==> src/design/ncq_pkg.sv <==
// ----------------------------------------------------------------------------
// Nearest codeword quantizer package
// Shared widths and the point and candidate types that travel along the
// chain of distance cells.
// ----------------------------------------------------------------------------
package ncq_pkg;

    localparam int COORD_BITS     = 16;
    localparam int DIST_BITS      = 33;
    localparam int IDX_BITS       = 3;
    localparam int MAX_CENTERS    = 8;
    localparam int CENTER_BITS    = 2 * COORD_BITS;
    localparam int CFG_INDEX_BITS = 4;
    localparam int IN_DATA_BITS   = 32;
    localparam int OUT_DATA_BITS  = 72;

    typedef struct packed {
        logic signed [COORD_BITS-1:0] x;
        logic signed [COORD_BITS-1:0] y;
    } point_t;

    // Best codeword found so far for one item.
    typedef struct packed {
        logic [DIST_BITS-1:0]         dist_sq;
        logic signed [COORD_BITS-1:0] cy;
        logic signed [COORD_BITS-1:0] cx;
        logic [IDX_BITS-1:0]          idx;
    } cand_t;

endpackage

==> src/design/ncq_cell.sv <==
// ----------------------------------------------------------------------------
// Nearest codeword quantizer cell
// Holds one codeword's comparison. Stage one squares the coordinate
// differences, stage two sums them and keeps the nearer of this codeword and
// the candidate handed in by the previous cell.
// ----------------------------------------------------------------------------
module ncq_cell #(
    parameter int INDEX = 0,
    parameter int CW    = 16
) (
    input  logic                             clk,
    input  logic                             rst_n,
    input  logic                             adv,
    input  logic [ncq_pkg::CENTER_BITS-1:0]  center,
    input  logic                             in_valid,
    input  ncq_pkg::point_t                  in_pt,
    input  ncq_pkg::cand_t                   in_best,
    output logic                             out_valid,
    output ncq_pkg::point_t                  out_pt,
    output ncq_pkg::cand_t                   out_best
);
    import ncq_pkg::*;

    localparam int SQ_W = 2 * CW;
    localparam int D_W  = 2 * CW + 1;

    logic signed [CW-1:0]     px;
    logic signed [CW-1:0]     py;
    logic signed [CW-1:0]     cx;
    logic signed [CW-1:0]     cy;
    logic signed [CW:0]       dx;
    logic signed [CW:0]       dy;
    logic signed [2*CW+1:0]   prod_x;
    logic signed [2*CW+1:0]   prod_y;

    logic                     v1_reg;
    point_t                   pt1_reg;
    cand_t                    best1_reg;
    logic [SQ_W-1:0]          sqx_reg;
    logic [SQ_W-1:0]          sqy_reg;

    logic [D_W-1:0]           sum_sq;
    logic [DIST_BITS-1:0]     dist_ext;
    logic                     take;
    cand_t                    own;
    cand_t                    best2_next;

    logic                     v2_reg;
    point_t                   pt2_reg;
    cand_t                    best2_reg;

    // Stage one: differences and squares.
    always_comb
    begin
        px     = in_pt.x[CW-1:0];
        py     = in_pt.y[CW-1:0];
        cx     = center[COORD_BITS +: CW];
        cy     = center[CW-1:0];
        dx     = (CW+1)'(px) - (CW+1)'(cx);
        dy     = (CW+1)'(py) - (CW+1)'(cy);
        prod_x = dx * dx;
        prod_y = dy * dy;
    end

    always_ff @(posedge clk or negedge rst_n)
    begin
        if (!rst_n)
        begin
            v1_reg <= 1'b0;
            v2_reg <= 1'b0;
        end
        else if (adv)
        begin
            v1_reg <= in_valid;
            v2_reg <= v1_reg;
        end
    end

    always_ff @(posedge clk)
    begin
        if (adv)
        begin
            pt1_reg   <= in_pt;
            best1_reg <= in_best;
            sqx_reg   <= prod_x[SQ_W-1:0];
            sqy_reg   <= prod_y[SQ_W-1:0];
            pt2_reg   <= pt1_reg;
            best2_reg <= best2_next;
        end
    end

    // Stage two: sum and compare. The first cell always takes its own
    // codeword; later cells replace the candidate only when strictly nearer,
    // so the lowest index wins a tie.
    always_comb
    begin
        sum_sq      = {1'b0, sqx_reg} + {1'b0, sqy_reg};
        dist_ext    = DIST_BITS'(sum_sq);
        own.dist_sq = dist_ext;
        own.cx      = COORD_BITS'(signed'(center[COORD_BITS +: CW]));
        own.cy      = COORD_BITS'(signed'(center[CW-1:0]));
        own.idx     = IDX_BITS'(INDEX);
        take        = (INDEX == 0) || (dist_ext < best1_reg.dist_sq);
        best2_next  = take ? own : best1_reg;
    end

    assign out_valid = v2_reg;
    assign out_pt    = pt2_reg;
    assign out_best  = best2_reg;

`ifndef SYNTHESIS
    a_advance: assert property (@(posedge clk) disable iff (!rst_n)
        adv && v1_reg |=> v2_reg)
        else $error("ncq_cell: item lost between stages");
    a_hold: assert property (@(posedge clk) disable iff (!rst_n)
        !adv |=> (v1_reg == $past(v1_reg)) && (v2_reg == $past(v2_reg)))
        else $error("ncq_cell: valid bits moved during a stall");
    a_index: assert property (@(posedge clk) disable iff (!rst_n)
        v2_reg |-> best2_reg.idx <= IDX_BITS'(INDEX))
        else $error("ncq_cell: candidate index beyond this cell");
`endif

endmodule

==> config.mk <==
export PLATFORM = sky130hd
export DESIGN_NAME = ncq_cell
export DESIGN_NICKNAME = d
export VERILOG_FILES = /design/src/design/ncq_pkg.sv /design/src/design/ncq_cell.sv
export SDC_FILE = /design/constraint.sdc
export NUM_CORES = 1
export LEC_CHECK = 0
export ABC_AREA = 1
export BUFFER_PORTS_ARGS = -buffer_cell sky130_fd_sc_hd__buf_2
export CAP_MARGIN = 15
export CORE_ASPECT_RATIO = 0.7
export CORE_UTILIZATION = 43
export DETAILED_ROUTE_END_ITERATION = 10
export PLACE_DENSITY_LB_ADDON = 0.2
export SLEW_MARGIN = 20
export SYNTH_ARGS = -nofsm -noshare
export SYNTH_HDL_FRONTEND = slang
export SYNTH_SLANG_ARGS = --single-unit
export TNS_END_PERCENT = 5
==> constraint.sdc <==
create_clock -name clk -period 2.4 [get_ports clk]
set_input_delay 0.48 -clock clk [delete_from_list [all_inputs] [get_ports clk]]
set_output_delay 0.48 -clock clk [all_outputs]
set_load 0.05 [all_outputs]
==> results.py <==
metrics = {
    "clock_network": {
        "numCtsBuffers": 17,
        "cts.sinks": 193,
        "htreeDepth": 4,
        "clock_path_buffers": 2,
        "path_clk_slew_ps": 90,
        "cts_tree": "done",
        "root_buffer": "clkbuf_16",
        "clkLatencyLatePin_ps": 520,
    },
    "route": {
        "wl_met2_mm": 30.78,
        "dr_wl_met3_mm": 6.974,
        "wl_per_cell_um": 16.24,
        "drc_errors": 0,
        "wl_mm": 77.92,
        "via_count": 22830,
        "drt-initial-drc-count": 1440,
        "ant_nets": 0,
        "via_per_inst": 4.760,
        "drt-met1-wl_mm": 39.31,
        "top_layer_used": "met5",
        "drt_first_pass_iters": 5,
    },
    "placement": {
        "gp_congestion": 0.9167,
        "pre_cts_slack_ps": -5268,
        "hpwlAfterDp_mm": 67.33,
        "port_buffers": 165,
    },
    "floorplanning": {
        "fp.dieArea_sq_mm": 0.06825,
        "initial_core_util_pct": 43.50,
        "chipHeight_um": 218.9,
        "die_x_um": 311.8,
        "rows": 79,
        "ios": 237,
        "core_area_sq_mm": 0.06642,
    },
    "grt": {
        "grt_pass1_wl_mm": 126.1,
        "antenna_found_initial": 0,
        "grt_pass1_vias": 23530,
        "grt_max_degree": 54,
        "track_usage_pct": 23.93,
        "grt_overflow": 0,
    },
    "finish": {
        "diodes": 0,
        "largest_reg_flops": 65,
        "mostFrequentLayoutCells": "789 x inv_1, 568 x buf_4, 497 x fa_1",
        "fin_nets": 4766,
        "multiInputGateArea_sq_mm": 0.02161,
        "area_growth_pct": 32.43,
        "nFillCells": 5899,
        "drive_gt1_share_pct": 32.23,
        "final_common_cell": "inv_1",
        "regArea_sq_mm": 0.005786,
        "final_core_util_pct": 57.61,
    },
    "sta": {
        "max_slew_margin_pct": 66.29,
        "slew_viol_final": 0,
        "fin_hold_ws_ps": 143.3,
        "skew_ps": 12.88,
        "tightest_slew_ps": 501.4,
        "hold_viol_final": 0,
        "post-route-period-util_pct": 271.2,
        "rsz0062_at_grt": "true",
        "setup_viol": 58,
        "fin_crit_ps": 6508,
        "fmax_mhz": 153.6,
        "setup_ws_ps": -4108,
    },
    "yosys": {
        "syn-cell-area_sq_mm": 0.02889,
        "yosysSeqAreaShare_pct": 20.02,
        "synth_warnings": 0,
        "ys.flop_type": "edfxtp_1",
        "synth_area_per_cell_sq_um": 9.225,
        "synthCells": 3132,
        "ys_ff_latch": 193,
        "synth.distinct_cells": 58,
        "synth_edf_count": 191,
        "async_flop_share_pct": 1.036,
    },
    "critical_path": {
        "worstSetupPathType": "in -> reg",
        "startpoint_type": "input pin",
        "worstPathMaxFanout": 7,
        "cp_data_required_time_ps": 2680,
        "reg2reg_depth": 10,
        "reg2reg_setup_slack_ps": 90,
        "rr_endpoint": "out_best[65]",
        "cp-end-kind": "flop",
        "cp_slowest_cell": "fa_1",
        "r2r_start": "sqy_reg[11]",
        "max_stage_delay_ps": 600,
        "arrival_ps": 6790,
        "critPathMostFrequentCell": "fa_1",
    },
    "min_path": {
        "hp-start": "center[26]",
        "hp-class": "in -> reg",
        "min_to": "out_best[13]",
        "holdPathStages": 1,
    },
    "status": {
        "outcome": "finished, violations left",
        "violations": "negative setup slack",
    },
    "job": {
        "maxCapViolations": 0,
    },
}
-- critical path: cells and delay by family --
family | cells | cell delay [ps]
compound gates | 1 | 290
xor+xnor | 2 | 220
fa+ha+maj | 9 | 3780
buf+inv | 6 | 550
simple gates | 12 | 1460
-- metrics by stage --
stage,cell area (sq um),cells,setup TNS (ps)
3_3_place_gp,35330,4708,-243830
3_5_place_dp,35330,4708,-244630
4_1_cts,37320,4776,-197690
6_report,38260,4797,-198540
5_1_grt,38260,4797,-210900
2_1_floorplan,29280,3134,-205150
-- Yosys cell counts (all sizes together), types with 2 or more instances --
library cell,n,area [sq um]
o21ai,55,286.5
nor3b,2,15.01
clkinv,2,7.510
o21bai,11,86.33
fa,517,10350
xnor2,36,322.8
nand4,17,106.4
nand3b,3,22.52
nand2,497,1948
nor2,308,1274
a21o,19,142.6
a21oi,123,630.6
a21boi,6,45.05
a31oi,6,37.54
nor3,24,120.1
xor2,74,742.0
clkbuf,14,52.55
dfrtp,2,50.05
inv,846,3181
nand3,94,495.5
and3,2,12.51
and2,2,12.51
o21a,5,37.54
or2,8,50.05
o221ai,2,17.52
ha,220,2753
edfxtp,191,5736
o211ai,2,15.01
o31ai,4,30.03
buf,33,254.0
-- cell type report --
class	instances	share of cell area (%)
repair buffers	787	15.37
clock buffers	17	1.112
clock inverters	15	0.5788
well taps	891	2.913
multi-input cells	2046	56.46
inverters	848	8.446
flip-flops and latches	193	15.12
-- metal layers --
layer / GRT usage, % / vias up
li1: - / 10970
met1: 37.19 / 11170
met2: 33.05 / 633
met3: 6.738 / 54
met4: 4.052 / 2
met5: 0 / -
-- how the worst max path moves through the flow --
stage / from / to / cells after the start
global placement: in_pt[16] / sqx_reg[27] / 34
CTS: in_pt[16] / sqx_reg[27] / 32
finish: in_pt[16] / sqx_reg[27] / 30
global route: in_pt[16] / sqx_reg[26] / 33
floorplan: in_pt[16] / sqx_reg[31] / 36
detailed placement: in_pt[16] / sqx_reg[27] / 34
-- logic make-up (layout without fill, tap and decap cells) --
logic type	Yosys count	after routing	synth area share (%)
compound gates	237	237	4.755
other cells	1	3	0.01298
fa+ha+maj	737	737	45.35
flops	193	193	20.02
simple gates	959	959	14.08
buf+inv	895	1667	12.09
xor+xnor	110	110	3.685
-- repair_timing --
| item | 4_1_cts | 5_1_grt |
|---|---|---|
| buffers inserted | 35 | 22 |
| endpoints found under the hold margin | 2 | 0 |
| hold buffers | 1 | 0 |
| endpoints found under the setup margin | 58 | 71 |
| pin swaps | 97 | 117 |
| resized for setup | 230 | 196 |
Power is not shown: default switching activity piles up to over one toggle a cycle in this logic, so the estimate is an artifact.
